[config.mk]
export PLATFORM = sky130hd
export DESIGN_NAME = tobfe_quote_store
export DESIGN_NICKNAME = d
export VERILOG_FILES = /design/src/tobfe_pkg.sv /design/src/tobfe_quote_store.sv
export SDC_FILE = /design/constraint.sdc
export NUM_CORES = 1
export LEC_CHECK = 0
export BUFFER_PORTS_ARGS = -buffer_cell sky130_fd_sc_hd__buf_2
export CORE_ASPECT_RATIO = 0.9
export CORE_MARGIN = 2
export CORE_UTILIZATION = 45
export DETAILED_ROUTE_END_ITERATION = 16
export GPL_TIMING_DRIVEN = 0
export REMOVE_ABC_BUFFERS = 1
export SYNTH_ARGS = -nofsm -noshare
export SYNTH_HDL_FRONTEND = slang
export SYNTH_SLANG_ARGS = --single-unit
[constraint.sdc]
create_clock -name i_clk -period 5.85 [get_ports i_clk]
set_input_delay 0.585 -clock i_clk [delete_from_list [all_inputs] [get_ports i_clk]]
set_output_delay 0.585 -clock i_clk [all_outputs]
set_load 0.005 [all_outputs]
[src/tobfe_pkg.sv]
`default_nettype none
package tobfe_pkg;

    localparam int ORDER_SLOTS  = 64;
    localparam int SYMBOL_COUNT = 16;
    localparam int PRICE_BITS   = 32;

    localparam int SLOT_AW = $clog2(ORDER_SLOTS);
    localparam int SYM_AW  = (SYMBOL_COUNT > 1) ? $clog2(SYMBOL_COUNT) : 1;

    localparam logic [1:0] MODE_ADD    = 2'd0;
    localparam logic [1:0] MODE_CANCEL = 2'd1;
    localparam logic [1:0] MODE_QUOTE  = 2'd2;
    localparam logic [1:0] MODE_CLEAR  = 2'd3;

    localparam logic [2:0] OUT_RESTING    = 3'd0;
    localparam logic [2:0] OUT_MARKET     = 3'd1;
    localparam logic [2:0] OUT_AGGRESSIVE = 3'd2;
    localparam logic [2:0] OUT_TRIGGERED  = 3'd3;
    localparam logic [2:0] OUT_CANCELLED  = 3'd4;
    localparam logic [2:0] OUT_MISS       = 3'd5;

    typedef struct packed {
        logic [3:0]            symbol;
        logic [PRICE_BITS-1:0] price;
        logic [31:0]           volume;
        logic                  buy;
        logic                  market;
    } t_slot_entry;

    typedef struct packed {
        logic               rd_en;
        logic [SLOT_AW-1:0] rd_addr;
        logic               wr_en;      // write entry and mark slot valid
        logic [SLOT_AW-1:0] wr_addr;
        t_slot_entry        wr_data;
        logic               clr_en;     // free one slot
        logic [SLOT_AW-1:0] clr_addr;
        logic               clr_all;
    } t_slot_req;

    typedef struct packed {
        logic        valid;
        t_slot_entry entry;
    } t_slot_rsp;

    typedef struct packed {
        logic                  rd_en;
        logic [SYM_AW-1:0]     rd_addr;
        logic                  wr_en;
        logic [SYM_AW-1:0]     wr_addr;
        logic [PRICE_BITS-1:0] wr_bid;
        logic [PRICE_BITS-1:0] wr_ask;
        logic                  clr_all;
    } t_quote_req;

    typedef struct packed {
        logic                  valid;
        logic [PRICE_BITS-1:0] bid;
        logic [PRICE_BITS-1:0] ask;
    } t_quote_rsp;

endpackage
`default_nettype wire

[src/tobfe_quote_store.sv]
`default_nettype none
module tobfe_quote_store import tobfe_pkg::*; (
    input  wire logic       i_clk,
    input  wire logic       i_rst_n,
    input  wire t_quote_req i_req,
    output t_quote_rsp      o_rsp
);

    logic [PRICE_BITS-1:0]   r_bid [SYMBOL_COUNT];
    logic [PRICE_BITS-1:0]   r_ask [SYMBOL_COUNT];
    logic [PRICE_BITS-1:0]   r_rd_bid;
    logic [PRICE_BITS-1:0]   r_rd_ask;
    logic                    r_rd_valid;
    logic [SYMBOL_COUNT-1:0] r_valid;

    always_ff @(posedge i_clk) begin
        if (i_req.wr_en) begin
            r_bid[i_req.wr_addr] <= i_req.wr_bid;
            r_ask[i_req.wr_addr] <= i_req.wr_ask;
        end
        if (i_req.rd_en) begin
            r_rd_bid <= r_bid[i_req.rd_addr];
            r_rd_ask <= r_ask[i_req.rd_addr];
        end
    end

    always_ff @(posedge i_clk) begin
        if (!i_rst_n) begin
            r_valid    <= '0;
            r_rd_valid <= 1'b0;
        end else begin
            if (i_req.rd_en) begin
                r_rd_valid <= r_valid[i_req.rd_addr];
            end
            if (i_req.clr_all) begin
                r_valid <= '0;
            end else if (i_req.wr_en) begin
                r_valid[i_req.wr_addr] <= 1'b1;
            end
        end
    end

    assign o_rsp.valid = r_rd_valid;
    assign o_rsp.bid   = r_rd_bid;
    assign o_rsp.ask   = r_rd_ask;

endmodule
`default_nettype wire

# == Word level (Yosys, flattened, before mapping) ==
# Memory sizes are Yosys's and may differ from the RTL's. A register that Yosys moved wholly into a read port is not among the register bits.
# Cells that the tools add are included.
# Widths: inputs -> output; s select.
# word_totals
elab_cells,17
out_inout_bits,65
mem_count,2
ramBits,1024
regBits,17
inputBits,77
# classes
bitwise,2
n_mux,6
n_reduce_logical,2
n_lt_le_gt_ge,3
# memory_table
memory,words,word_bits,rd,rd_ports_with_merged_regs,write_ports,line_no,source
r_ask,16,32,1,1,1,tobfe_quote_store.sv:10,logic [PRICE_BITS-1:0] r_ask [SYMBOL_COUNT];
r_bid,16,32,1,1,1,tobfe_quote_store.sv:9,logic [PRICE_BITS-1:0] r_bid [SYMBOL_COUNT];
# op_table
operator,count
$or 16x16->16,1
$lt 4x5->1 const B,2
$bmux 1 s4,1
$demux 1 s4,1
$ge 4x1->1 const B,1
$mux 1,4
$reduce_or 2->1,1
$logic_and 1x1->1,1
$not 1->1,1

# == Logic depth before layout (Yosys ltp) ==
# logic_depth
depth_word,5
mapped_depth,7
depth_no_buf,4

# == Least setup slack after synthesis ==
# No wires, ideal clock.
# synth_path
path_kind,input to register
start,in i_req[65] (netlist bit)
end,mem r_ask[0][0] (enable)
stages,2
required_ns,5.282
n_path_buf,0
setup_time_ns,0.568
slack_ns,-0.218
arrival_ns,5.500
cell_sequence,or3b_2 > nor3_1
# synth_rtl
element,line_no,source
"start, declared",tobfe_quote_store.sv:5,"input wire t_quote_req i_req,"
"end, declared",tobfe_quote_store.sv:10,
# Straight into the memory's write port.

==> results.ini <==
[synth]
syn_inst=1558
ys_ff_latch=1105
seq_area_frac_synth_pct=79.87
yosysMostFrequentCell=edfxtp_1
synth_common_cells=edfxtp_1 (1088), mux4_2 (277), mux4_1 (45)
yosysWarningCount=0
synth_area_mm2=0.04133
ys_types=25
synth-async-reset-ratio_pct=0
syn_area_per_cell_um2=26.53
synth_area_leaders=edfxtp_1 (79%), mux4_2 (15%), mux4_1 (2.9%)
synth_top_area_share_pct=79.04
synth_top_cell_by_area=edfxtp_1
synth_flop_cell=edfxtp_1
synth_edf_count=1088

[power]
p_clk_share_pct=42.1
pwr-share-seq_pct=53.3
leakagePower_nw=15.56
switching_share_pct=19.92
p_sw_w=0.003347
irDropWorstVdd_uv=247.4
p_int_w=0.01346
power_per_cell_area_mw_per_mm2=345.7
combPwrFrac_pct=4.6
power_w=0.01681

[critical_path]
crit_family=multiplexers
path_max_fanout=59
ff2ff_path_depth=2
crit_buf_inv=3
critPathArrivalTime_ns=2.93
crit_path_start=i_req[70]
crit_end=r_rd_bid[2]$_DFFE_PP_
crit_path_start_kind=primary input
crit_cells=5
max_stage_delay_ns=0.61
r2r-start=r_bid[15][26]$_DFFE_PP_
cpMostUsedCell=buf_16
cp_cell_sequence=buf_8, buf_16, buf_16, mux4_1, mux4_2
path_class=primary input to flop
end_kind=flop
crit_required_ns=6.23
timing.rr.end=r_rd_bid[26]$_DFFE_PP_
crit_slowest_cell=mux4_1
r2r_setup_slack_ns=4.20

[timing]
rsz0062_at_grt=no
drv_slew=0
max_slew.worst_pin.slew_ns=1.132
fin_tns_setup_ns=0
maxSlewHeadroom_pct=24.40
period_share_pct=43.59
fin_worst_skew_ns=0.02021
timing.fmax_ghz=0.3922
setup_viol=0
hold_viol_final=0
whs_ns=0.2753
layout_min_cycle_time_ns=2.550

[final_layout]
fillerInstances=6761
fin_nets=1911
drive_gt1_share_pct=36.25
final_cells=3165
area_growth_pct=17.62
ff_latch_area_mm2=0.03301
multi_input_area_mm2=0.007871

[run_status]
status=finished clean

[global_routing]
grt_usage_pct=19.12
grt_max_degree=71
met1_usage_pct=28.80
met3_usage_pct=3.896
grtUsageMet2_pct=29.16
overflow=0
antenna_found_initial=12
grt_pass1_wl_um=129200
gr-max-usage-layer=met2
grt_pass1_vias=18790

[floorplan]
die-area_mm2=0.09430
core_area_mm2=0.09104
row_count=105
die_h_um=291.5
die_w_um=323.5
start_util_pct=45.40
io_pins=142

[clocking]
cts_buffers=113
max-clock-path-buffers=3
cts_hold_buf=0
cts-resized-gates=0
cts.sinks=1105
postCtsSetupRepairBufs=0
cts_tree=done
insertion_delay_ns=0.66
root_buffer=clkbuf_16
cts.reportedPaths.clkPinSlew_ns=0.06
cts_max_level=3

[drt]
routed_wl_um=88490
vias=17950
ant_nets=0
vias_per_cell=5.670
drt-pass1-iter-count=5
wl_per_cell_um=27.96
drt-initial-drc-count=1855
drcViolationCount=0

[placement]
io_buffers=141
placed_cells=2949
hpwl_um=52480
place.gp.congestion=0.6890

[run]
drv_cap=0

[min_path]
hold_path_class=primary input to flop

## layer usage
| layer | vias to the layer above | part of all wire (%) |
|---|---|---|
| met2 | 566 | 47 |
| met3 | 139 | 6.6 |
| met1 | 9772 | 44 |
| met5 | - | 0.078 |
| met4 | 10 | 1.9 |
| li1 | 7459 | - |
## stage by stage
| stage | setup slack (ns) | instance area (um^2) | util, % |
|---|---|---|---|
| 2_1_floorplan | -0.2178 | 40780 | - |
| 3_3_place_gp | -7.759 | 43020 | 47.25 |
| 3_5_place_dp | 2.537 | 44920 | 49.34 |
| 4_1_cts | 3.246 | 48610 | 53.39 |
| 5_1_grt | 3.137 | 48610 | 53.39 |
| 6_report | 3.300 | 48620 | 53.40 |
## cells by family (layout without fill, tap and decap cells)
| kind of cell | count (synthesis) | in the layout | synth area share [%] |
|---|---|---|---|
| other | 0 | 4 | 0 |
| muxes | 326 | 326 | 18.05 |
| and+or+nand+nor | 30 | 30 | 0.3542 |
| buffers and inverters | 77 | 450 | 1.356 |
| DFF | 1105 | 1105 | 79.87 |
| AOI/OAI and AO/OA | 20 | 20 | 0.3724 |
## worst min-delay path by stage
stage,startpoint,endpoint,slack [ns],depth (start not counted)
6_report,i_rst_n,r_rd_valid$_SDFFE_PN0P_,0.28,3
5_1_grt,i_req[74],r_rd_ask[26]$_DFFE_PP_,0.24,1
4_1_cts,i_rst_n,r_rd_valid$_SDFFE_PN0P_,0.23,3
2_1_floorplan,r_valid[11]$_SDFFE_PP0P_,r_valid[11]$_SDFFE_PP0P_,0.44,1
3_5_place_dp,r_valid[1]$_SDFFE_PP0P_,r_valid[1]$_SDFFE_PP0P_,0.46,1
3_3_place_gp,r_valid[7]$_SDFFE_PP0P_,r_valid[7]$_SDFFE_PP0P_,0.44,1
## tightest hold or removal path: stages
cell and delay (ns):
buf_2 0.13, a32oi_1 0.11, o211ai_1 0.08
## layout by cell type, fill, tap and decap left out, types with 3 or more instances in the layout
cell type and instances:
clkinv_1 22, buf_12 28, nand3b_1 3, clkbuf_1 21, nor3_2 4, buf_8 5, clkbuf_16 117, nor2_4 12
o21a_1 16, clkinv_2 31, dfxtp_1 17, diode_2 4, bufinv_16 12, buf_16 26, buf_6 39, buf_2 136
clkinvlp_4 4, mux4_2 277, edfxtp_1 1088, mux2i_1 4, buf_4 3, mux4_1 45
## power groups by stage
stage	Sequential (W)	Clock, W	Combinational, W
finish	0.00895	0.00708	0.000776
global route	0.00896	0.00756	0.000836
CTS	0.00896	0.00723	0.000795
detailed placement	0.00912	0	0.000795
global placement	0.00914	0	0.000818
floorplan	0.00912	0	0.000337
## area by class of cell
type	count	area share, %
diodes	4	0.02059
clock inverters	72	1.346
inverters	1	0.007721
multi-input cells	376	16.19
flip-flops and latches	1105	67.90
repair buffers	237	5.129
well taps	1230	3.165
clock buffers	140	6.241
## registers in the layout, summed over array words and instances, names as in the netlist
name and flops:
r_ask 512, r_bid 512, r_rd_ask 32, r_rd_bid 32
r_rd_valid 1, r_valid 16
No activity file was read; power rests on OpenSTA's default activity.
