## config.mk

```make
export PLATFORM = sky130hd
export DESIGN_NAME = tobfe_slot_store
export DESIGN_NICKNAME = d
export VERILOG_FILES = /design/src/tobfe_pkg.sv /design/src/tobfe_slot_store.sv
export SDC_FILE = /design/constraint.sdc
export NUM_CORES = 2
export LEC_CHECK = 0
export BUFFER_PORTS_ARGS = -buffer_cell sky130_fd_sc_hd__buf_2
export CORE_ASPECT_RATIO = 0.6
export CORE_UTILIZATION = 50
export CTS_BUF_LIST = sky130_fd_sc_hd__clkbuf_4 sky130_fd_sc_hd__clkbuf_8 sky130_fd_sc_hd__clkbuf_16
export CTS_CLUSTER_SIZE = 8
export DETAILED_ROUTE_END_ITERATION = 12
export PLACE_DENSITY = 0.79
export SETUP_SLACK_MARGIN = 0.3
export SLEW_MARGIN = 30
export SYNTH_ARGS = -nofsm -noshare
export SYNTH_HDL_FRONTEND = slang
export SYNTH_MEMORY_MAX_BITS = 65536
export SYNTH_SLANG_ARGS = --single-unit
```

## constraint.sdc

```tcl
create_clock -name i_clk -period 7.8 [get_ports i_clk]
set_clock_uncertainty 0.2 [all_clocks]
set_input_delay 0 -clock i_clk [delete_from_list [all_inputs] [get_ports i_clk]]
set_output_delay 0 -clock i_clk [all_outputs]
set_load 0.005 [all_outputs]
```

## src/tobfe_pkg.sv

```systemverilog
`default_nettype none
package tobfe_pkg;

    localparam int ORDER_SLOTS  = 64;
    localparam int SYMBOL_COUNT = 16;
    localparam int PRICE_BITS   = 32;

    localparam int SLOT_AW = $clog2(ORDER_SLOTS);
    localparam int SYM_AW  = (SYMBOL_COUNT > 1) ? $clog2(SYMBOL_COUNT) : 1;

    localparam logic [1:0] MODE_ADD    = 2'd0;
    localparam logic [1:0] MODE_CANCEL = 2'd1;
    localparam logic [1:0] MODE_QUOTE  = 2'd2;
    localparam logic [1:0] MODE_CLEAR  = 2'd3;

    localparam logic [2:0] OUT_RESTING    = 3'd0;
    localparam logic [2:0] OUT_MARKET     = 3'd1;
    localparam logic [2:0] OUT_AGGRESSIVE = 3'd2;
    localparam logic [2:0] OUT_TRIGGERED  = 3'd3;
    localparam logic [2:0] OUT_CANCELLED  = 3'd4;
    localparam logic [2:0] OUT_MISS       = 3'd5;

    typedef struct packed {
        logic [3:0]            symbol;
        logic [PRICE_BITS-1:0] price;
        logic [31:0]           volume;
        logic                  buy;
        logic                  market;
    } t_slot_entry;

    typedef struct packed {
        logic               rd_en;
        logic [SLOT_AW-1:0] rd_addr;
        logic               wr_en;      // write entry and mark slot valid
        logic [SLOT_AW-1:0] wr_addr;
        t_slot_entry        wr_data;
        logic               clr_en;     // free one slot
        logic [SLOT_AW-1:0] clr_addr;
        logic               clr_all;
    } t_slot_req;

    typedef struct packed {
        logic        valid;
        t_slot_entry entry;
    } t_slot_rsp;

    typedef struct packed {
        logic                  rd_en;
        logic [SYM_AW-1:0]     rd_addr;
        logic                  wr_en;
        logic [SYM_AW-1:0]     wr_addr;
        logic [PRICE_BITS-1:0] wr_bid;
        logic [PRICE_BITS-1:0] wr_ask;
        logic                  clr_all;
    } t_quote_req;

    typedef struct packed {
        logic                  valid;
        logic [PRICE_BITS-1:0] bid;
        logic [PRICE_BITS-1:0] ask;
    } t_quote_rsp;

endpackage
`default_nettype wire

```

## src/tobfe_slot_store.sv

```systemverilog
`default_nettype none
module tobfe_slot_store import tobfe_pkg::*; (
    input  wire logic      i_clk,
    input  wire logic      i_rst_n,
    input  wire t_slot_req i_req,
    output t_slot_rsp      o_rsp
);

    t_slot_entry            r_mem [ORDER_SLOTS];
    t_slot_entry            r_rd_entry;
    logic                   r_rd_valid;
    logic [ORDER_SLOTS-1:0] r_valid;

    always_ff @(posedge i_clk) begin
        if (i_req.wr_en) begin
            r_mem[i_req.wr_addr] <= i_req.wr_data;
        end
        if (i_req.rd_en) begin
            r_rd_entry <= r_mem[i_req.rd_addr];
        end
    end

    always_ff @(posedge i_clk) begin
        if (!i_rst_n) begin
            r_valid    <= '0;
            r_rd_valid <= 1'b0;
        end else begin
            if (i_req.rd_en) begin
                r_rd_valid <= r_valid[i_req.rd_addr];
            end
            if (i_req.clr_all) begin
                r_valid <= '0;
            end else begin
                if (i_req.wr_en) begin
                    r_valid[i_req.wr_addr] <= 1'b1;
                end
                if (i_req.clr_en) begin
                    r_valid[i_req.clr_addr] <= 1'b0;
                end
            end
        end
    end

    assign o_rsp.valid = r_rd_valid;
    assign o_rsp.entry = r_rd_entry;

endmodule
`default_nettype wire

```

-- Word-level counts from Yosys, hierarchy flattened
Memories as Yosys holds them, arrays and structs flattened. A register that Yosys moved wholly into a read port is not among the register bits.
Index checks and enable logic that the tools add are counted.
- register bits after elaboration: 65
- bits in writable memories: 4480
- input bits: 94
- output and inout bits: 71
- word-level logic and storage cells: 27
- memories: 1
- $lt $le $gt $ge: 5
- muxes and demuxes: 12
- bitwise operators: 4
- reduce and logical (&&, ||, !) cells: 3
- memories (name ; depth ; bits a word ; rd ports ; clocked after memory_dff ; write ports ; RTL line ; source):
    r_mem ; 64 ; 70 ; 1 ; 1 ; 1 ; tobfe_slot_store.sv:9 ; t_slot_entry r_mem [ORDER_SLOTS];
- operator list (operator ; number):
    two-way mux 64 bit ; 4
    AND 64 bit ; 1
    NOT 64 bit ; 1
    bitwise OR 64 bit ; 1
    < comparator 6 x 7 -> 1 bit (second input constant) ; 3
    demux 1 bit (select 6 bit) ; 2
    >= comparator 6 x 1 -> 1 bit (second input constant) ; 2
    binary-select mux 1 bit (select 6 bit) ; 1
    two-way mux 1 bit ; 5
    logical AND 1 bit ; 2
    OR reduction 2 bit ; 1
    NOT 1 bit ; 1

-- Logic depth before layout (Yosys ltp)
- depth after elaboration: 10
- depth in mapped cells: 9
- gate-level depth less buffers: 5

-- Least setup slack after synthesis
No wires, ideal clock.
- path type: input-to-reg
- from: input port i_req[81] in the netlist's numbering
- to: register r_valid[48]
- setup time: 88 ps
- data arrival time: 8173 ps
- required time: 7512 ps
- slack: -661 ps
- stages: 4
- cells stage by stage: clkbuf_1 -> nand4b_1 -> nor4_1 -> o221a_2
- longest elaborated chain between the ends: 10
- elaborated cells between the ends (all ways): 11
- RTL lines (element ; RTL line ; source):
    from (decl) ; tobfe_slot_store.sv:5 ; input wire t_slot_req i_req,
    < comparator 6 x 7 -> 1 bit (implied by the code) or >= comparator 6 x 1 -> 1 bit (tied branches) ; tobfe_slot_store.sv:35 ; r_valid[i_req.wr_addr] <= 1'b1;
    logical AND 1 bit (implied by the code) ; tobfe_slot_store.sv:35 ;
    two-way mux 1 bit (implied by the code) ; tobfe_slot_store.sv:35 ;
    demux 1 bit (select 6 bit) * ; tobfe_slot_store.sv:35 ;
    bitwise OR 64 bit (no line) * ; n/a ;
    two-way mux 64 bit * ; tobfe_slot_store.sv:34 ; if (i_req.wr_en) begin
    two-way mux 64 bit * ; tobfe_slot_store.sv:31 ; if (i_req.clr_all) begin
    two-way mux 64 bit * ; tobfe_slot_store.sv:24 ; if (!i_rst_n) begin
    AND 64 bit (no line) ; n/a ;
    two-way mux 64 bit * ; tobfe_slot_store.sv:37 ; if (i_req.clr_en) begin
    to (signal assigned) ; tobfe_slot_store.sv:25 ; r_valid <= '0;
    to (signal assigned) ; tobfe_slot_store.sv:32 ; r_valid <= '0;
    to (signal, indexed assignment) ; tobfe_slot_store.sv:38 ; r_valid[i_req.clr_addr] <= 1'b0;
    to (decl) ; tobfe_slot_store.sv:12 ; logic [ORDER_SLOTS-1:0] r_valid;
Mark *: on every way between the ends. The rest lies on a longest branch, timed or not. The select of a mux whose other input is x is not followed.
A chain may end at the register's enable or synchronous reset.

-- Worst setup path in the final report
- from: input port i_req[79] in the netlist's numbering
- to: memory r_mem[59][33] in the netlist's numbering (enable)
- RTL lines (element ; RTL line):
    to (decl) ; tobfe_slot_store.sv:9
Straight into the memory's write port.

==> flow_metrics.py <==
metrics = {
    "status": {
        "outcome": "finished with violations",
        "violations": "negative hold slack",
    },
    "global_route": {
        "grt_pass1_wl_um": 752000,
        "grt_max_degree": 154,
        "antenna_found_initial": 38,
        "grt_pass1_vias": 90200,
        "grt_overflow_total": 0,
        "grt_util_all_layers_pct": 31.4,
    },
    "clock_tree": {
        "clockRootBuffer": "clkbuf_16",
        "clk_latency_ns": 0.99,
        "cts_buffers": 651,
        "cts_sinks": 4615,
        "path_clk_slew_ns": 0.05,
        "clk_path_buf_depth": 4,
        "cts_resized": 0,
        "post_cts_buffers": 0,
        "cts.htree.levels": 6,
        "hold_buffers": 112,
        "cts_tree": "done",
    },
    "timing": {
        "relSlewSlack_pct": 21.6,
        "max_freq_ghz": 0.279,
        "setup_violations": 0,
        "rsz0062_at_grt": "no",
        "final_max_slew_viol_count": 0,
        "setup_tns_ns": 0,
        "hold_violations": 100,
        "finalCriticalPeriod_ns": 3.58,
        "worstMarginPinSlew_ns": 1.18,
        "min_period_over_period_pct": 45.9,
        "holdWs_ns": -0.0303,
    },
    "job": {
        "maxCapViolations": 0,
    },
    "worst_setup_path": {
        "reg2reg_to": "o_rsp[37]",
        "crit_type": "in -> reg",
        "startpoint": "i_req[79]",
        "reg2reg_slack_ns": 4.80,
        "end_kind": "flip-flop",
        "reg2regPathDepth": 4,
        "critPathArrivalTime_ns": 3.91,
        "rr_startpoint": "r_mem[62][37]",
        "crit_end": "r_mem[59][33]",
        "required_ns": 8.13,
        "start_kind": "input port",
        "cp_max_fo": 24,
    },
    "routing": {
        "drc": 0,
        "wl_um": 556000,
        "dr_total_vias": 90600,
        "antenna_left": 0,
        "viasPerCell": 7.40,
        "drt_iter0_markers": 16600,
        "drt-wirelength-per-cell_um": 45.4,
        "dr.pass1.iters": 8,
    },
    "placed_design": {
        "dpl_cell_area_sq_um": 182000,
        "gp_congestion": 0.783,
        "dp_hpwl_um": 234000,
        "place_inst": 11300,
        "port_buffers": 164,
    },
    "die": {
        "core-area_sq_um": 346000,
        "io_pins": 165,
        "dieWidth_um": 765,
        "rows": 167,
        "initial_utilization_pct": 50.4,
        "fp.dieH_um": 460,
        "die-area_sq_um": 351000,
    },
    "power_and_ir_drop": {
        "p_clk_share_pct": 46.4,
        "p_comb_share_pct": 4.4,
        "ir_drop_v": 0.000269,
        "p_leak_nw": 62.8,
        "powerDensity_nw_per_um2": 278,
        "seqPwrFrac_pct": 49.3,
        "switching_share_pct": 21.8,
        "internal_power_mw": 43.8,
        "power_switching_mw": 12.3,
    },
    "logic_synthesis": {
        "ys_ff_latch": 4615,
        "synthCells": 6685,
        "syn_nets": 6779,
        "ys_types": 36,
        "syn_area_per_cell_sq_um": 26.1,
        "syn-cell-area_sq_um": 174000,
        "yosys_warnings": 0,
        "ys_seq_area_share_pct": 79.1,
    },
    "finish": {
        "finalInstanceArea_sq_um": 202000,
        "area.growth.synth_to_final_pct": 15.7,
        "drive_gt1_share_pct": 36.1,
        "fin_nets": 7584,
        "layout.cells.non_filler": 12200,
    },
    "worst_hold_path": {
        "min_path_type": "in -> reg",
    },
}
## flip-flops by register name (all words and copies together) (netlist names)
| name | cells |
|---|---|
| r_rd_valid | 1 |
| r_valid | 64 |
| r_mem | 4480 |
| o_rsp | 70 |
## area by class of cell
class | instances | area, sq um
well taps | 4647 | 5810
repair buffers | 517 | 4820
clock inverters | 37 | 716
inverters | 1 | 3.75
diodes | 16 | 40.0
clock buffers | 706 | 17000
flip-flops and latches | 4615 | 138000
multi-input cells | 1704 | 35500
fillers | 22600 | 144000
## stage by stage
step,power (mW),hold slack [ns],util [%],worst slack [ns]
global route,57.1,0.00101,58.3,4.22
global placement,30.2,0.0995,52.5,4.11
finish,56.1,-0.0303,58.3,4.22
floorplan,29.4,-0.101,-,2.47
CTS,56.0,0.0427,58.1,4.30
detailed placement,30.3,0.118,52.6,3.97
## cell usage in the layout, fill, tap and decap left out, types with 3 or more instances in the layout
cell type	netlist	final
a21oi_1	4	4
and3_1	3	3
and3b_1	3	3
buf_12	0	34
buf_16	0	11
buf_2	106	97
buf_4	7	186
buf_6	3	34
buf_8	0	3
clkbuf_16	0	667
clkbuf_4	0	39
clkinv_16	0	10
clkinv_8	0	8
dfxtp_1	65	65
diode_2	0	16
dlygate4sd3_1	0	151
edfxtp_1	4550	4550
inv_16	0	9
inv_6	0	8
mux2i_1	6	6
mux4_2	1482	1482
nand2_1	7	7
nand2b_1	5	5
nand3_1	11	11
nand3b_1	9	9
nor2_1	69	7
nor2_4	0	62
nor2b_1	6	5
o221a_2	62	62
or2_2	7	7
or3b_2	6	6
## Yosys cell counts
cell | n | area share, %
edfxtp_1 | 4550 | 78
mux4_2 | 1482 | 19
clkbuf_1 | 204 | 0.44
buf_2 | 106 | 0.30
nor2_1 | 69 | 0.15
dfxtp_1 | 65 | 0.75
o221a_2 | 62 | 0.40
buf_1 | 45 | 0.097
nand3_1 | 11 | 0.032
nand3b_1 | 9 | 0.039
buf_4 | 7 | 0.030
nand2_1 | 7 | 0.015
or2_2 | 7 | 0.025
mux2i_1 | 6 | 0.034
nor2b_1 | 6 | 0.022
or3b_2 | 6 | 0.030
nand2b_1 | 5 | 0.018
a21oi_1 | 4 | 0.011
and3_1 | 3 | 0.011
and3b_1 | 3 | 0.015
buf_6 | 3 | 0.019
a22o_1 | 2 | 0.010
mux2_2 | 2 | 0.013
nand4_1 | 2 | 0.0072
nand4b_1 | 2 | 0.010
nor3_1 | 2 | 0.0057
nor4_1 | 2 | 0.0072
o21ai_0 | 2 | 0.0057
o311ai_0 | 2 | 0.010
o31ai_1 | 2 | 0.0086
or3_1 | 2 | 0.0072
a31oi_1 | 1 | 0.0036
a41o_1 | 1 | 0.0057
inv_1 | 1 | 0.0021
o2111ai_1 | 1 | 0.0050
o211ai_1 | 1 | 0.0043
## logic make-up after synthesis
kind of cell	synth area share [%]
muxes	19.2
AOI/OAI and AO/OA	0.465
buffers and inverters	0.892
DFF	79.1
and+or+nand+nor	0.392
## worst min path at each step
stage,slack [ns],cells past startpoint,startpoint,to
6_report,-0.03,2,i_req[10],r_mem[39][2]
5_1_grt,0.001,2,i_req[10],r_mem[39][2]
4_1_cts,0.04,4,i_req[4],r_valid[21]
3_5_place_dp,0.12,2,i_rst_n,r_rd_valid
3_3_place_gp,0.1,2,i_rst_n,r_rd_valid
2_1_floorplan,-0.10,0,i_req[8],r_mem[0][0]
## power by group through the flow
stage | Combinational, mW | Clock (mW) | Sequential, mW
after floorplan | 1.33 | 0 | 28.0
after global placement | 2.15 | 0 | 28.1
after detailed placement | 2.24 | 0 | 28.1
after CTS | 2.38 | 26.0 | 27.6
after global routing | 2.52 | 26.9 | 27.6
final | 2.45 | 26.0 | 27.6
## routing by layer
layer	vias up	part of all wire, %	wire length (um)	track usage (%)
met1	47200	32	179000	40.4
met4	28	6.1	34000	15.6
met5	-	0.038	210	0
met3	2086	16	87100	10.6
li1	30900	-	-	-
met2	10300	46	256000	48.3
## critical path, stage by stage
cell and delay [ns]:
dlygate4sd3_1 0.67, buf_2 0.31, nand3b_1 0.27, or2_2 0.50, nor2_4 0.74, buf_4 0.58
buf_4 0.75
Note: power is estimated with default switching activity, not from simulation.
