### config.mk
export PLATFORM = sky130hd
export DESIGN_NAME = tobfe_ctrl_flat
export DESIGN_NICKNAME = d
export VERILOG_FILES = /design/src/tobfe_pkg.sv /design/src/tobfe_ord_if.sv /design/src/tobfe_res_if.sv /design/src/tobfe_ctrl.sv /design/src/flat_wrapper.sv
export SDC_FILE = /design/constraint.sdc
export NUM_CORES = 1
export LEC_CHECK = 0
export BUFFER_PORTS_ARGS = -buffer_cell sky130_fd_sc_hd__buf_2
export CELL_PAD_IN_SITES_DETAIL_PLACEMENT = 0
export CELL_PAD_IN_SITES_GLOBAL_PLACEMENT = 1
export CORE_MARGIN = 2
export CORE_UTILIZATION = 28
export DETAILED_ROUTE_END_ITERATION = 16
export PLACE_DENSITY = 0.61
export SYNTH_ARGS = -nofsm -noshare
export SYNTH_HDL_FRONTEND = slang
export SYNTH_SLANG_ARGS = --single-unit
export TNS_END_PERCENT = 100
### constraint.sdc
create_clock -name i_clk -period 5.75 [get_ports i_clk]
set_clock_uncertainty 0.2 [all_clocks]
set_input_delay 0.575 -clock i_clk [delete_from_list [all_inputs] [get_ports i_clk]]
set_output_delay 0.575 -clock i_clk [all_outputs]
set_load 0.005 [all_outputs]
### src/tobfe_pkg.sv
`default_nettype none
package tobfe_pkg;

    localparam int ORDER_SLOTS  = 64;
    localparam int SYMBOL_COUNT = 16;
    localparam int PRICE_BITS   = 32;

    localparam int SLOT_AW = $clog2(ORDER_SLOTS);
    localparam int SYM_AW  = (SYMBOL_COUNT > 1) ? $clog2(SYMBOL_COUNT) : 1;

    localparam logic [1:0] MODE_ADD    = 2'd0;
    localparam logic [1:0] MODE_CANCEL = 2'd1;
    localparam logic [1:0] MODE_QUOTE  = 2'd2;
    localparam logic [1:0] MODE_CLEAR  = 2'd3;

    localparam logic [2:0] OUT_RESTING    = 3'd0;
    localparam logic [2:0] OUT_MARKET     = 3'd1;
    localparam logic [2:0] OUT_AGGRESSIVE = 3'd2;
    localparam logic [2:0] OUT_TRIGGERED  = 3'd3;
    localparam logic [2:0] OUT_CANCELLED  = 3'd4;
    localparam logic [2:0] OUT_MISS       = 3'd5;

    typedef struct packed {
        logic [3:0]            symbol;
        logic [PRICE_BITS-1:0] price;
        logic [31:0]           volume;
        logic                  buy;
        logic                  market;
    } t_slot_entry;

    typedef struct packed {
        logic               rd_en;
        logic [SLOT_AW-1:0] rd_addr;
        logic               wr_en;      // write entry and mark slot valid
        logic [SLOT_AW-1:0] wr_addr;
        t_slot_entry        wr_data;
        logic               clr_en;     // free one slot
        logic [SLOT_AW-1:0] clr_addr;
        logic               clr_all;
    } t_slot_req;

    typedef struct packed {
        logic        valid;
        t_slot_entry entry;
    } t_slot_rsp;

    typedef struct packed {
        logic                  rd_en;
        logic [SYM_AW-1:0]     rd_addr;
        logic                  wr_en;
        logic [SYM_AW-1:0]     wr_addr;
        logic [PRICE_BITS-1:0] wr_bid;
        logic [PRICE_BITS-1:0] wr_ask;
        logic                  clr_all;
    } t_quote_req;

    typedef struct packed {
        logic                  valid;
        logic [PRICE_BITS-1:0] bid;
        logic [PRICE_BITS-1:0] ask;
    } t_quote_rsp;

endpackage
`default_nettype wire

### src/tobfe_ord_if.sv
`default_nettype none
interface tobfe_ord_if;
    logic        valid;
    logic        ready;
    logic [1:0]  mode;
    logic [5:0]  order_slot;
    logic [3:0]  symbol;
    logic [31:0] price;
    logic [31:0] volume;
    logic        is_buy;
    logic        is_market;
    logic [31:0] bid_px;
    logic [31:0] ask_px;

    modport source (
        output valid, mode, order_slot, symbol, price, volume, is_buy, is_market,
               bid_px, ask_px,
        input  ready
    );
    modport sink (
        input  valid, mode, order_slot, symbol, price, volume, is_buy, is_market,
               bid_px, ask_px,
        output ready
    );
endinterface
`default_nettype wire

### src/tobfe_res_if.sv
`default_nettype none
interface tobfe_res_if;
    logic        valid;
    logic        ready;
    logic [5:0]  result_slot;
    logic [2:0]  outcome;
    logic [31:0] fill_qty;
    logic [31:0] fill_px;
    logic        last;

    modport source (
        output valid, result_slot, outcome, fill_qty, fill_px, last,
        input  ready
    );
    modport sink (
        input  valid, result_slot, outcome, fill_qty, fill_px, last,
        output ready
    );
endinterface
`default_nettype wire

### src/tobfe_ctrl.sv
`default_nettype none
module tobfe_ctrl import tobfe_pkg::*; (
    input  wire logic       i_clk,
    input  wire logic       i_rst_n,
    tobfe_ord_if.sink       i_ord,
    tobfe_res_if.source     o_res,
    input  wire t_slot_rsp  i_slot_rsp,
    input  wire t_quote_rsp i_quote_rsp,
    output t_slot_req       o_slot_req,
    output t_quote_req      o_quote_req
);

    localparam logic [2:0] ST_IDLE   = 3'd0;
    localparam logic [2:0] ST_ADD    = 3'd1;
    localparam logic [2:0] ST_CANCEL = 3'd2;
    localparam logic [2:0] ST_SCAN   = 3'd3;
    localparam logic [2:0] ST_FLUSH  = 3'd4;

    logic [2:0] r_state;
    logic [2:0] n_state;

    // captured word
    logic [5:0]            r_slot;
    logic                  r_slot_ok;
    logic [3:0]            r_sym;
    logic [PRICE_BITS-1:0] r_price;
    logic [31:0]           r_vol;
    logic                  r_buy;
    logic                  r_mkt;
    logic [PRICE_BITS-1:0] r_bid;
    logic [PRICE_BITS-1:0] r_ask;

    logic [SLOT_AW-1:0] r_rd_idx;

    // pending trigger fill, held until we know whether it is the final one
    logic                  r_pend_v;
    logic [5:0]            r_pend_slot;
    logic [31:0]           r_pend_vol;
    logic [PRICE_BITS-1:0] r_pend_px;

    logic        r_out_v;
    logic [5:0]  r_out_slot;
    logic [2:0]  r_out_outcome;
    logic [31:0] r_out_vol;
    logic [31:0] r_out_px;
    logic        r_out_last;

    logic        accept;
    logic        out_free;
    logic        in_slot_ok;
    logic        in_sym_ok;
    logic        add_fill;
    logic [PRICE_BITS-1:0] add_px;
    t_slot_entry scan_e;
    logic        scan_hit;
    logic [PRICE_BITS-1:0] scan_px;
    logic        scan_stall;
    logic        scan_end;
    logic        cancel_hit;

    logic        load_out;
    logic [5:0]  ld_slot;
    logic [2:0]  ld_outcome;
    logic [31:0] ld_vol;
    logic [31:0] ld_px;
    logic        ld_last;
    logic        pend_load;
    logic        pend_clr;
    logic        idx_adv;

    assign i_ord.ready = (r_state == ST_IDLE);
    assign accept      = i_ord.valid && i_ord.ready;
    assign out_free    = !r_out_v || o_res.ready;
    assign in_slot_ok  = 32'(i_ord.order_slot) < 32'(ORDER_SLOTS);
    assign in_sym_ok   = 32'(i_ord.symbol) < 32'(SYMBOL_COUNT);

    assign add_px   = r_buy ? i_quote_rsp.ask : i_quote_rsp.bid;
    assign add_fill = i_quote_rsp.valid &&
                      (r_mkt || (r_buy ? (r_price >= i_quote_rsp.ask)
                                       : (r_price <= i_quote_rsp.bid)));

    assign scan_e     = i_slot_rsp.entry;
    assign scan_px    = scan_e.buy ? r_ask : r_bid;
    assign scan_hit   = i_slot_rsp.valid && !scan_e.market && (scan_e.symbol == r_sym) &&
                        (scan_e.buy ? (scan_e.price >= r_ask) : (scan_e.price <= r_bid));
    assign scan_stall = scan_hit && r_pend_v && !out_free;
    assign scan_end   = (r_rd_idx == SLOT_AW'(ORDER_SLOTS - 1));
    assign cancel_hit = r_slot_ok && i_slot_rsp.valid;

    always_comb begin
        n_state     = r_state;
        o_slot_req  = '0;
        o_quote_req = '0;
        load_out    = 1'b0;
        ld_slot     = r_slot;
        ld_outcome  = OUT_RESTING;
        ld_vol      = '0;
        ld_px       = '0;
        ld_last     = 1'b1;
        pend_load   = 1'b0;
        pend_clr    = 1'b0;
        idx_adv     = 1'b0;

        case (r_state)
            ST_IDLE: begin
                if (accept) begin
                    case (i_ord.mode)
                        MODE_ADD: begin
                            if (in_slot_ok && in_sym_ok) begin
                                o_quote_req.rd_en   = 1'b1;
                                o_quote_req.rd_addr = SYM_AW'(i_ord.symbol);
                                n_state             = ST_ADD;
                            end
                        end
                        MODE_CANCEL: begin
                            o_slot_req.rd_en   = in_slot_ok;
                            o_slot_req.rd_addr = SLOT_AW'(i_ord.order_slot);
                            n_state            = ST_CANCEL;
                        end
                        MODE_QUOTE: begin
                            if (in_sym_ok) begin
                                o_quote_req.wr_en   = 1'b1;
                                o_quote_req.wr_addr = SYM_AW'(i_ord.symbol);
                                o_quote_req.wr_bid  = i_ord.bid_px[PRICE_BITS-1:0];
                                o_quote_req.wr_ask  = i_ord.ask_px[PRICE_BITS-1:0];
                                o_slot_req.rd_en    = 1'b1;
                                o_slot_req.rd_addr  = '0;
                                n_state             = ST_SCAN;
                            end
                        end
                        MODE_CLEAR: begin
                            o_slot_req.clr_all  = 1'b1;
                            o_quote_req.clr_all = 1'b1;
                        end
                        default: begin
                        end
                    endcase
                end
            end
            ST_ADD: begin
                if (out_free) begin
                    load_out = 1'b1;
                    if (add_fill) begin
                        ld_outcome = r_mkt ? OUT_MARKET : OUT_AGGRESSIVE;
                        ld_vol     = r_vol;
                        ld_px      = 32'(add_px);
                    end else begin
                        o_slot_req.wr_en          = 1'b1;
                        o_slot_req.wr_addr        = SLOT_AW'(r_slot);
                        o_slot_req.wr_data.symbol = r_sym;
                        o_slot_req.wr_data.price  = r_price;
                        o_slot_req.wr_data.volume = r_vol;
                        o_slot_req.wr_data.buy    = r_buy;
                        o_slot_req.wr_data.market = r_mkt;
                    end
                    n_state = ST_IDLE;
                end
            end
            ST_CANCEL: begin
                if (out_free) begin
                    load_out            = 1'b1;
                    ld_outcome          = cancel_hit ? OUT_CANCELLED : OUT_MISS;
                    o_slot_req.clr_en   = cancel_hit;
                    o_slot_req.clr_addr = SLOT_AW'(r_slot);
                    n_state             = ST_IDLE;
                end
            end
            ST_SCAN: begin
                // read data register holds while stalled since rd_en stays low
                if (!scan_stall) begin
                    if (scan_hit) begin
                        o_slot_req.clr_en   = 1'b1;
                        o_slot_req.clr_addr = r_rd_idx;
                        pend_load           = 1'b1;
                        if (r_pend_v) begin
                            load_out   = 1'b1;
                            ld_slot    = r_pend_slot;
                            ld_outcome = OUT_TRIGGERED;
                            ld_vol     = r_pend_vol;
                            ld_px      = 32'(r_pend_px);
                            ld_last    = 1'b0;
                        end
                    end
                    if (scan_end) begin
                        n_state = ST_FLUSH;
                    end else begin
                        o_slot_req.rd_en   = 1'b1;
                        o_slot_req.rd_addr = SLOT_AW'(r_rd_idx + 1'b1);
                        idx_adv            = 1'b1;
                    end
                end
            end
            ST_FLUSH: begin
                if (!r_pend_v) begin
                    n_state = ST_IDLE;
                end else if (out_free) begin
                    load_out   = 1'b1;
                    ld_slot    = r_pend_slot;
                    ld_outcome = OUT_TRIGGERED;
                    ld_vol     = r_pend_vol;
                    ld_px      = 32'(r_pend_px);
                    pend_clr   = 1'b1;
                    n_state    = ST_IDLE;
                end
            end
            default: begin
                n_state = ST_IDLE;
            end
        endcase
    end

    always_ff @(posedge i_clk) begin
        if (!i_rst_n) begin
            r_state  <= ST_IDLE;
            r_out_v  <= 1'b0;
            r_pend_v <= 1'b0;
        end else begin
            r_state <= n_state;
            if (load_out) begin
                r_out_v <= 1'b1;
            end else if (o_res.ready) begin
                r_out_v <= 1'b0;
            end
            if (pend_load) begin
                r_pend_v <= 1'b1;
            end else if (pend_clr) begin
                r_pend_v <= 1'b0;
            end
        end
    end

    always_ff @(posedge i_clk) begin
        if (accept) begin
            r_slot    <= i_ord.order_slot;
            r_slot_ok <= in_slot_ok;
            r_sym     <= i_ord.symbol;
            r_price   <= i_ord.price[PRICE_BITS-1:0];
            r_vol     <= i_ord.volume;
            r_buy     <= i_ord.is_buy;
            r_mkt     <= i_ord.is_market;
            r_bid     <= i_ord.bid_px[PRICE_BITS-1:0];
            r_ask     <= i_ord.ask_px[PRICE_BITS-1:0];
            r_rd_idx  <= '0;
        end else if (idx_adv) begin
            r_rd_idx <= SLOT_AW'(r_rd_idx + 1'b1);
        end
        if (pend_load) begin
            r_pend_slot <= 6'(r_rd_idx);
            r_pend_vol  <= scan_e.volume;
            r_pend_px   <= scan_px;
        end
        if (load_out) begin
            r_out_slot    <= ld_slot;
            r_out_outcome <= ld_outcome;
            r_out_vol     <= ld_vol;
            r_out_px      <= ld_px;
            r_out_last    <= ld_last;
        end
    end

    assign o_res.valid       = r_out_v;
    assign o_res.result_slot = r_out_slot;
    assign o_res.outcome     = r_out_outcome;
    assign o_res.fill_qty    = r_out_vol;
    assign o_res.fill_px     = r_out_px;
    assign o_res.last        = r_out_last;

endmodule
`default_nettype wire

### src/flat_wrapper.sv
// flat-port wrapper written by rule: the top's interface ports become plain ports
module tobfe_ctrl_flat import tobfe_pkg::*;
  (i_clk, i_rst_n, i_slot_rsp, i_quote_rsp, o_slot_req, o_quote_req, i_ord_valid, i_ord_mode, i_ord_order_slot, i_ord_symbol, i_ord_price, i_ord_volume, i_ord_is_buy, i_ord_is_market, i_ord_bid_px, i_ord_ask_px, i_ord_ready, o_res_valid, o_res_result_slot, o_res_outcome, o_res_fill_qty, o_res_fill_px, o_res_last, o_res_ready);
  tobfe_ord_if i_ord_i ();
  tobfe_res_if o_res_i ();
  input  wire logic i_clk;
  input  wire logic i_rst_n;
  input  wire t_slot_rsp i_slot_rsp;
  input  wire t_quote_rsp i_quote_rsp;
  output t_slot_req o_slot_req;
  output t_quote_req o_quote_req;
  input wire logic [$bits(i_ord_i.valid)-1:0] i_ord_valid;
  input wire logic [$bits(i_ord_i.mode)-1:0] i_ord_mode;
  input wire logic [$bits(i_ord_i.order_slot)-1:0] i_ord_order_slot;
  input wire logic [$bits(i_ord_i.symbol)-1:0] i_ord_symbol;
  input wire logic [$bits(i_ord_i.price)-1:0] i_ord_price;
  input wire logic [$bits(i_ord_i.volume)-1:0] i_ord_volume;
  input wire logic [$bits(i_ord_i.is_buy)-1:0] i_ord_is_buy;
  input wire logic [$bits(i_ord_i.is_market)-1:0] i_ord_is_market;
  input wire logic [$bits(i_ord_i.bid_px)-1:0] i_ord_bid_px;
  input wire logic [$bits(i_ord_i.ask_px)-1:0] i_ord_ask_px;
  output wire logic [$bits(i_ord_i.ready)-1:0] i_ord_ready;
  output wire logic [$bits(o_res_i.valid)-1:0] o_res_valid;
  output wire logic [$bits(o_res_i.result_slot)-1:0] o_res_result_slot;
  output wire logic [$bits(o_res_i.outcome)-1:0] o_res_outcome;
  output wire logic [$bits(o_res_i.fill_qty)-1:0] o_res_fill_qty;
  output wire logic [$bits(o_res_i.fill_px)-1:0] o_res_fill_px;
  output wire logic [$bits(o_res_i.last)-1:0] o_res_last;
  input wire logic [$bits(o_res_i.ready)-1:0] o_res_ready;
  assign i_ord_i.valid = i_ord_valid;
  assign i_ord_i.mode = i_ord_mode;
  assign i_ord_i.order_slot = i_ord_order_slot;
  assign i_ord_i.symbol = i_ord_symbol;
  assign i_ord_i.price = i_ord_price;
  assign i_ord_i.volume = i_ord_volume;
  assign i_ord_i.is_buy = i_ord_is_buy;
  assign i_ord_i.is_market = i_ord_is_market;
  assign i_ord_i.bid_px = i_ord_bid_px;
  assign i_ord_i.ask_px = i_ord_ask_px;
  assign i_ord_ready = i_ord_i.ready;
  assign o_res_valid = o_res_i.valid;
  assign o_res_result_slot = o_res_i.result_slot;
  assign o_res_outcome = o_res_i.outcome;
  assign o_res_fill_qty = o_res_i.fill_qty;
  assign o_res_fill_px = o_res_i.fill_px;
  assign o_res_last = o_res_i.last;
  assign o_res_i.ready = o_res_ready;
  tobfe_ctrl u_core (.i_clk(i_clk), .i_rst_n(i_rst_n), .i_ord(i_ord_i), .o_res(o_res_i), .i_slot_rsp(i_slot_rsp), .i_quote_rsp(i_quote_rsp), .o_slot_req(o_slot_req), .o_quote_req(o_quote_req));
endmodule
# Yosys cells after proc, flatten, opt, wreduce, memory -nomap -nowiden
# Index checks and enable logic that the tools add are counted.
[totals]
reg_bits = 295
out_inout_bits = 243
wordCells = 140
[classes]
n_addsub = 1
order_cmp = 4
eq_ne = 13
mux = 81
bitwise = 2
reduce_logical = 19
[ops]
columns = ["operator", "count"]
rows = [
  ["$mux W32", 16],
  ["$mux W77", 3],
  ["$pmux W32 S3", 2],
  ["$mux W75", 2],
  ["$mux W69", 1],
  ["$ge A32 B32 Y1", 2],
  ["$le A32 B32 Y1", 2],
  ["$mux W7", 6],
  ["$pmux W7 S2", 3],
  ["$mux W3", 11],
  ["$mux W6", 5],
  ["$pmux W3 S4", 2],
  ["$mux W1", 23],
  ["$pmux W6 S2", 1],
  ["$pmux W3 S3", 1],
  ["$logic_and A1 B1 Y1", 7],
  ["$add A6 B1 Y6 const B", 1],
  ["$eq A3 B2 Y1 const B", 2],
  ["$eq A6 B6 Y1 const B", 1],
  ["$mux W2", 3],
  ["$mux W5", 1],
  ["$eq A2 B2 Y1 const B", 2],
  ["$eq A4 B4 Y1", 1],
  ["$ne A2 B2 Y1 const B", 2],
  ["15 further kinds", 20],
]

# Longest topological paths before layout
# Gate-level depths: netlist (run 1).
[logic_depth]
word_depth = 9
mapped_depth = 12
depth_no_buf = 10

# Worst setup path before layout (run 1)
# No wires, ideal clock.
[synth_timing]
kind = "input -> output"
start = "input i_slot_rsp[35] (netlist name)"
end = "output o_slot_req[1] (netlist name)"
t_arrival_ns = 4.337
required_time_ns = 4.975
path_slack_ns = 0.638
path_stages = 9
path_cell_list = "ha_1 > nor2b_1 > o211ai_1 > a2111oi_1 > or4b_4 > a21oi_2 > o211ai_2 > nor2_2 > a22o_1"
[synth_rtl]
columns = ["element", "line", "rtl"]
rows = [
  ["start: declaration", "flat_wrapper.sv:8", "input wire t_slot_rsp i_slot_rsp;"],
  ["end: declaration", "flat_wrapper.sv:10", "output t_slot_req o_slot_req;"],
]

==> flow_summary.ini, run 1 <==
[status]
run_status = complete, no violations

[layout]
multi_input_comb_area_um2 = 5937
final_cell_mix = buf_2 (524), edfxtp_1 (284), inv_1 (138)
drive_gt1_share_pct = 32.85
layout_commonest_cell = buf_2
regArea_um2 = 8748
fin_nets = 2328
fill_cells = 5352
area_growth_pct = 37.65

[floorplan]
initial_core_util_pct = 28.18
ios = 525
die_x_um = 239.0
core.rowCount = 86
die_area_um2 = 57130
die_h_um = 239.0
core-area_um2 = 54880

[synth]
synth_seq_cells = 295
synth_area_um2 = 15460
synth_edf_count = 284
ys_top_cells_by_area = edfxtp_1 (55%), ha_1 (11%), and2_1 (4.7%)
syn_inst = 1261
synth_area_per_cell_um2 = 12.26
synth.top_cell.area_share_pct = 55.15
ys_async_sr_fraction_pct = 0
yosysUniqueCellTypes = 65
yosys_warnings = 0
yosysSeqAreaShare_pct = 56.57
ys.flop_type = edfxtp_1
synth_nets = 1676
synth_area_leader_cell = edfxtp_1

[clock_tree]
cts_tree = done
clk_path_buf_depth = 3
cts_buffers = 38
ctsResizeCount = 0
clk_latency_ns = 0.55
cts_sinks = 295
cts_setup_buffers = 0
cts_max_level = 2
cts_root_buffer = clkbuf_16
clk_pin_slew_ns = 0.06

[sta]
worstMarginPinSlew_ns = 1.127
rsz0062_at_grt = no
setup_tns_ns = 0
maxSlewViolCount = 0
setup_viol = 0
fin_ws_ns = 1.032
clock.fmax_ghz = 0.2119
slew_headroom_pct = 24.60
final_hold_viol_count = 0
min_period_over_period_pct = 82.06
final.min_clock_period_ns = 4.718

[grt]
grt_start_max_net_pins = 80
grt_pass1_wl_um = 76850
grt.total_usage_pct = 18.07
overflow = 0
grt_pass1_vias = 12220
antenna_found_initial = 18

[setup_path]
cp_slowest_cell = nor2_4
cp-start-kind = register
path_class = reg2out
path_buf_inv = 2
crit_family = compound AO/OA/AOI/OAI gates
critPathCaptureType = output pin
slowest_delay_ns = 0.75
cp.required_ns = 4.97
path_cells = inv_1 > ha_1 > nand2b_1 > a2111oi_0 > o211a_1 > o211ai_1 > a21oi_2 > a221oi_4 > nor2_4 > and2_1 > buf_2
cp.arrival_ns = 3.94
worst-path-max-fanout = 42

[power_and_ir_drop]
pwr_density_cell_nw_per_um2 = 270.3
ir_drop_mv = 0.1698
power.leakage_uw = 0.009691

[placement]
numPortBuffers = 524
place_congestion = 0.8693
hpwlAfterDp_um = 40550
dp_slack_ns = 1.038

[detailed_routing]
vias = 12110
wl_per_cell_um = 20.21
viasPerCell = 4.563
wirelength_um = 53630
ant_nets = 0
drtIter0Drc = 690
route.detailed.drc = 0
drt-pass1-iter-count = 5

[job]
maxCapViolCount = 0

[min_path]
min_path_type = in2reg
## flip-flops by register name, summed over array words and instances (netlist names), 3 cells and up
name	flops
u_core.r_vol	32
u_core.r_bid	32
u_core.r_state	3
u_core.r_slot	6
u_core.r_pend_px	32
u_core.r_sym	4
u_core.o_res.fill_qty	32
u_core.o_res.fill_px	32
u_core.r_pend_vol	32
u_core.r_price	32
u_core.o_res.outcome	3
u_core.o_res.result_slot	6
u_core.r_pend_slot	6
u_core.r_rd_idx	6
u_core.r_ask	32
## routing by layer
metal	share of wire, %	track usage (%)
met5	0.19	0
met4	3.6	8.314
met3	4.8	3.314
met2	47	29.20
met1	44	23.48
## worst paths after layout
path / to / slack (ns) / cells after the start / from
max reg2reg: u_core.o_res.fill_px[0]$_DFFE_PP_ / 1.35 / 10 / u_core.r_price[17]$_DFFE_PP_
min: u_core.r_ask[3]$_DFFE_PP_ / 0.04 / 1 / i_ord_ask_px[3]
min reg2reg: u_core.r_pend_v$_SDFFE_PN0P_ / 0.32 / 2 / u_core.r_pend_v$_SDFFE_PN0P_
max: o_slot_req[66] / 1.03 / 11 / u_core.r_price[0]$_DFFE_PP_
## cell usage after synthesis, drive strengths merged, types with 2 or more instances
master / instances
a22o: 6
clkbuf: 30
a211oi: 4
ha: 133
xnor2: 2
o31ai: 3
dfxtp: 11
a2111oi: 3
o21ai: 51
and2: 115
nor4: 4
nand2: 105
a21o: 23
o21a: 2
or2: 2
a221oi: 2
nand2b: 4
o31a: 2
and4: 2
a21boi: 2
a222oi: 2
xor2: 3
nor3: 10
or3: 2
nand4: 24
buf: 25
edfxtp: 284
nor2b: 9
a32o: 32
nand3: 13
mux2i: 37
inv: 139
a21oi: 54
o2bb2ai: 32
o211ai: 7
nor2: 48
and3: 11
mux2: 7
a31oi: 2
o211a: 3
## logic make-up (layout without fill, tap and decap cells)
group | after synthesis | in the layout | share of synthesized area, %
xor+xnor | 5 | 5 | 0.2832
other cells | 0 | 10 | 0
fa+ha+maj | 133 | 133 | 10.76
flops | 295 | 295 | 56.57
compound gates | 237 | 237 | 12.42
buf+inv | 194 | 872 | 5.235
simple gates | 353 | 353 | 11.83
mux | 44 | 44 | 2.905
## what timing repair did
item,CTS,global route
hold buffers,134,0
endpoints found under the hold margin,134,0
endpoints found under the setup margin,0,0
## area by class of cell
cell class,count,share of cell area [%]
Tap cell,704,4.138
Timing Repair Buffer,667,19.00
Inverter,139,2.475
Multi-Input combinational cell,772,27.89
Clock inverter,18,0.5408
Antenna cell,10,0.1176
Sequential cell,295,41.10
Clock buffer,48,4.743
## per-stage QoR
stage	hold WS (ns)	std cells	cell area, µm²	utilization (%)	power [µW]
after floorplan	0.2659	1261	15460	-	3108
after global placement	0.2821	2443	18800	34.25	3532
after detailed placement	0.3015	2443	18800	34.25	3543
after CTS	0.0001136	2643	21260	38.74	5847
after global routing	0.006359	2653	21290	38.79	6034
final	0.03779	2653	21290	38.79	5753
## report_power, final
part | total [µW] | switching, µW | internal (µW)
clock | 2190 | 944 | 1250
sequential | 2630 | 78.8 | 2560
combinational | 929 | 538 | 391
Power figures use the tool's default switching activity.
==> inputs of run 2 (changes only) <==
--- a/config.mk
+++ b/config.mk
@@ -5,13 +5,14 @@
 export SDC_FILE = /design/constraint.sdc
 export NUM_CORES = 1
 export LEC_CHECK = 0
+export ABC_AREA = 1
 export BUFFER_PORTS_ARGS = -buffer_cell sky130_fd_sc_hd__buf_2
 export CELL_PAD_IN_SITES_DETAIL_PLACEMENT = 0
 export CELL_PAD_IN_SITES_GLOBAL_PLACEMENT = 1
 export CORE_MARGIN = 2
 export CORE_UTILIZATION = 28
 export DETAILED_ROUTE_END_ITERATION = 16
-export PLACE_DENSITY = 0.61
+export PLACE_DENSITY = 0.65
 export SYNTH_ARGS = -nofsm -noshare
 export SYNTH_HDL_FRONTEND = slang
 export SYNTH_SLANG_ARGS = --single-unit
==> constraint.sdc (replaced) <==
create_clock -name i_clk -period 3.9 [get_ports i_clk]
set_clock_uncertainty 0.2 [all_clocks]
set_input_delay 0.39 -clock i_clk [delete_from_list [all_inputs] [get_ports i_clk]]
set_output_delay 0.39 -clock i_clk [all_outputs]
set_load 0.005 [all_outputs]
==> flow_summary.ini, run 2 <==
[status]
run_status = complete, no violations

[clock_tree]
cts_max_level = 2
cts_root_buffer = clkbuf_16
clk_path_buf_depth = 3
cts_tree = done
cts_buffers = 38
clk_latency_ns = 0.56
cts_sinks = 295
clk_pin_slew_ns = 0.05

[setup_path]
worst-path-max-fanout = 7
worstSetupPathDepth = 13
critPathCaptureType = output pin
r2r-start = u_core.r_bid[30]$_DFFE_PP_
path_buf_inv = 4
slowest_delay_ns = 0.50
cp_slowest_cell = edfxtp_1
r2r_slack_ns = 0.64
reg2reg_to = u_core.o_res.fill_px[5]$_DFFE_PP_
worst_r2r_path_depth = 15
cp.arrival_ns = 3.11
path_cells = ha_4 > nand2_1 > nor2_2 > nand3_2 > nor3_4 > nand4_1 > nand4_1 > nand3_4 > nand3_4 > buf_12 > clkbuf_16 > inv_2 > buf_2
crit_family = simple AND/OR/NAND/NOR gates
path_class = reg2out
cp.required_ns = 3.31
cp-start-kind = register

[sta]
setup_viol = 0
min_period_over_period_pct = 94.93
final_hold_viol_count = 0
clock.fmax_ghz = 0.2701
final.min_clock_period_ns = 3.702
rsz0062_at_grt = yes
holdWs_ns = 0.09116
slew_headroom_pct = 29.91
worstMarginPinSlew_ns = 1.051
setup_tns_ns = 0
fin_ws_ns = 0.1978
maxSlewViolCount = 0

[layout]
final_cell_mix = buf_2 (524), nand2_1 (439), edfxtp_1 (284)
finalNonFillerCells = 3314
multi_input_comb_area_um2 = 6426
area_growth_pct = 43.47
fill_cells = 5743
fin_area_um2 = 23420
drive_gt1_share_pct = 27.61
regArea_um2 = 8748
fin_nets = 2934
layout_commonest_cell = buf_2

[job]
maxCapViolCount = 0

[min_path]
min_path_type = in2reg
worstHoldEndpoint = u_core.o_res.fill_px[30]$_DFFE_PP_
holdPathStages = 5
hold_start = i_quote_rsp[30]

[synth]
ys_async_sr_fraction_pct = 0
synth.top_cells.by_count = nand2_1 (442), edfxtp_1 (284), nor2_1 (274)
synth_nets = 2216
synth.top_cell.area_share_pct = 52.25
ys_top_cells_by_area = edfxtp_1 (52%), ha_1 (10%), nand2_1 (10%)
yosysSeqAreaShare_pct = 53.60
yosys_warnings = 0
synth_most_common_cell = nand2_1
ys.flop_type = edfxtp_1
synth_seq_cells = 295
yosysUniqueCellTypes = 41
synth_area_leader_cell = edfxtp_1
synth_edf_count = 284
synth_area_um2 = 16320
synth_area_per_cell_um2 = 9.063
syn_inst = 1801

[detailed_routing]
viasPerCell = 4.392
ant_nets = 0
drt-pass1-iter-count = 5
wl_per_cell_um = 17.42
vias = 14550
wirelength_um = 57730
route.detailed.drc = 0
drtIter0Drc = 724

[power_and_ir_drop]
power.leakage_uw = 0.01141
ir_drop_mv = 0.3255
pwr_density_cell_nw_per_um2 = 443.6

[placement]
place_congestion = 0.8653
hpwlAfterDp_um = 42440
post-place-cells = 3045
dp_slack_ns = 0.4614
placed_area_um2 = 19810
numPortBuffers = 524

[floorplan]
die_h_um = 245.4
initial_core_util_pct = 28.29
ios = 525
core.rowCount = 88
core-area_um2 = 57700
die_x_um = 245.4
die_area_um2 = 60240

[grt]
overflow = 0
grt_start_max_net_pins = 153
grt_pass1_wl_um = 83420
grt_pass1_vias = 14300
grt.total_usage_pct = 18.07
antenna_found_initial = 6
## run 2: cell families after synthesis
logic type / after synthesis / synth area share, %
xor+xnor: 3 / 0.1610
flops: 295 / 53.60
simple gates: 844 / 21.37
buf+inv: 344 / 8.662
mux: 1 / 0.06899
compound gates: 181 / 5.941
fa+ha+maj: 133 / 10.20
## run 2: metal layers
metal	routed length [µm]	track usage, %	share of wire, %	vias to the layer above
met3	2938	3.274	5.1	83
met2	27410	30.29	47	391
met1	25720	23.51	45	6760
met5	13	0	0.023	-
met4	1647	5.954	2.9	2
li1	-	-	-	7318
## run 2: layout make-up
class,count,share of cell area [%]
Inverter,278,4.472
Clock buffer,44,4.157
Antenna cell,6,0.06412
Timing Repair Buffer,744,21.38
Clock inverter,20,1.037
Multi-Input combinational cell,1162,27.44
Tap cell,765,4.087
Sequential cell,295,37.36
## run 2: where the power goes
group	total [µW]	switching, µW	leakage (µW)	internal [µW]
combinational	2640	1590	0.00806	1050
sequential	4260	192	0.00276	4060
clock	3490	1430	0.000590	2060
total	10400	3220	0.0114	7170
## run 2: worst max-delay path by stage
stage | start | endpoint | slack (ns)
finish | u_core.r_price[23]$_DFFE_PP_ | o_slot_req[84] | 0.20
global placement | i_quote_rsp[27] | o_slot_req[82] | 0.46
floorplan | i_slot_rsp[49] | o_slot_req[2] | 0.09
detailed placement | i_quote_rsp[47] | o_slot_req[15] | 0.46
global route | u_core.r_price[6]$_DFFE_PP_ | o_slot_req[62] | -0.03
CTS | u_core.r_price[29]$_DFFE_PP_ | o_slot_req[84] | 0.009
## run 2: through the flow
step                      util (%)  total power, µW
final                        40.59            10390
after global routing         40.58            10950
after CTS                    39.65            10360
after detailed placement     34.34             6617
after global placement       34.34             6584
after floorplan                  -             5500
## run 2: worst reg2reg max path, stage by stage (launching register included)
cell      delay [ns]
edfxtp_1        0.36
inv_1           0.07
ha_1            0.27
nand2_1         0.06
nor2_1          0.13
nand2_1         0.12
nor2_1          0.24
a21oi_1         0.10
nand2_1         0.21
nand2_2         0.12
inv_4           0.11
nand2_4         0.06
nand2_4         0.06
buf_4           0.66
nand3_1         0.23
nand2_1         0.12
## run 2: timing repair
item                                    in CTS  in global routing
gates cloned                                 2                  7
hold endpoints to repair                   175                  0
pin swaps                                    3                  8
endpoints found under the setup margin      67                 54
hold buffers                               173                  0
resized for setup                            5                 58
buffers inserted                             3                 14
==> inputs of run 3 (changes only) <==
--- a/config.mk
+++ b/config.mk
@@ -13,6 +13,7 @@
 export CORE_UTILIZATION = 28
 export DETAILED_ROUTE_END_ITERATION = 16
 export PLACE_DENSITY = 0.65
+export RECOVER_POWER = 25
 export SYNTH_ARGS = -nofsm -noshare
 export SYNTH_HDL_FRONTEND = slang
 export SYNTH_SLANG_ARGS = --single-unit
==> flow_summary.ini, run 3 (synthesized netlist as in run 2, its figures left out) <==
[sta]
worstMarginPinSlew_ns = 1.636
final.min_clock_period_ns = 3.712
fin_ws_ns = 0.1885
maxSlewViolCount = 44
final_hold_viol_count = 0
rsz0062_at_grt = yes
setup_viol = 0
clock.fmax_ghz = 0.2694
setup_tns_ns = 0
min_period_over_period_pct = 95.17
slew_headroom_pct = -9.079

[grt]
antenna_found_initial = 6
grt_start_max_net_pins = 153
grt_pass1_wl_um = 83420
grt.total_usage_pct = 18.07
grt_pass1_vias = 14300
overflow = 0

[clock_tree]
cts_root_buffer = clkbuf_16
clk_pin_slew_ns = 0.05
clk_path_buf_depth = 3
cts_max_level = 2
cts_buffers = 38
clk_latency_ns = 0.56
cts_tree = done
cts_sinks = 295

[setup_path]
worst-path-max-fanout = 7
cp-start-kind = register
critPathCaptureType = output pin
path_class = reg2out
cp.required_ns = 3.31
cp.arrival_ns = 3.12

[detailed_routing]
ant_nets = 0
route.detailed.drc = 0
drt-pass1-iter-count = 5
viasPerCell = 4.372
vias = 14490
wl_per_cell_um = 17.42
drtIter0Drc = 787
wirelength_um = 57710

[status]
violations = max-capacitance violations, max-slew violations
run_status = complete, but fails checks

[floorplan]
initial_core_util_pct = 28.29
core.rowCount = 88
core-area_um2 = 57700
ios = 525
die_x_um = 245.4
die_area_um2 = 60240
die_h_um = 245.4

[layout]
fin_nets = 2934
area_growth_pct = 42.96
final_cell_mix = buf_2 (460), nand2_1 (439), edfxtp_1 (284)
drive_gt1_share_pct = 25.05
fin_area_um2 = 23330
layout_commonest_cell = buf_2
fill_cells = 5786

[placement]
numPortBuffers = 524
hpwlAfterDp_um = 42440
dp_slack_ns = 0.4614
place_congestion = 0.8653
placed_area_um2 = 19810

[job]
maxCapViolCount = 1

[min_path]
min_path_type = in2reg

[power_and_ir_drop]
pwr_density_cell_nw_per_um2 = 444.8
ir_drop_mv = 0.3257
power_uw = 10380
power.leakage_uw = 0.01123
## run 3: changes by cell type in the layout (fill, tap and decap cells not counted)
cell | previous run | this run
buf_1 | 0 | 1
buf_2 | 524 | 460
buf_4 | 28 | 27
clkbuf_1 | 6 | 70
## run 3: path summary, 6_finish.rpt
kind | from | cells past startpoint | slack, ns | end
worst min-delay path | i_quote_rsp[30] | 5 | 0.09 | u_core.o_res.fill_px[30]$_DFFE_PP_
worst max register to register | u_core.r_bid[30]$_DFFE_PP_ | 15 | 0.66 | u_core.o_res.fill_px[5]$_DFFE_PP_
worst min register to register | u_core.r_pend_v$_SDFFE_PN0P_ | 2 | 0.30 | u_core.r_pend_v$_SDFFE_PN0P_
worst max-delay path | u_core.r_price[23]$_DFFE_PP_ | 13 | 0.19 | o_slot_req[84]
## run 3: cell type report
cell class	instances	area [µm²]	area share [%]
tap	765	957.2	4.102
sequential	295	8748	37.49
inverter	278	1047	4.488
timing repair buffer	744	4923	21.10
clock buffer	44	973.4	4.172
clock inverter	20	242.7	1.040
multi-input combinational	1162	6426	27.54
antenna	6	15.01	0.06435
## run 3: critical path: stages (launching register included)
cell       delay [ns]
edfxtp_1         0.50
ha_4             0.32
nand2_1          0.07
nor2_2           0.15
nand3_2          0.10
nor3_4           0.21
nand4_1          0.12
nand4_1          0.28
nand3_4          0.16
nand3_4          0.09
buf_12           0.17
clkbuf_16        0.22
inv_2            0.04
buf_2            0.12
## run 3: report_power, final
part	total, µW	internal [µW]	leakage (µW)	switching [µW]
Clock	3490	2060	0.000590	1430
Combinational	2630	1040	0.00788	1600
Sequential	4260	4060	0.00276	192
Total	10400	7160	0.0112	3220
## run 3: stage by stage
stage                     instances  utilization, %  hold WS, ns
after floorplan                1801               -       0.2501
after global placement         3045           34.34       0.2679
after detailed placement       3045           34.34       0.2885
after CTS                      3287           39.65      0.05473
after global routing           3313           40.44       0.1128
final                          3314           40.44      0.09116
## run 3: timing repair
item,in CTS,in global routing
hold endpoints to repair,175,0
gates resized for setup,5,58
pin swaps,3,8
hold buffers,173,0
setup endpoints to repair,67,54
setup buffers,3,14
gates cloned,2,7
## run 3: per-layer routing
layer	global-route usage (%)	routed length [µm]	share of wire (%)	vias to the layer above
met5	0	13	0.023	-
met4	5.954	1647	2.9	2
met3	3.274	2924	5.1	82
met2	30.29	27420	48	376
met1	23.51	25710	45	6713
li1	-	-	-	7315
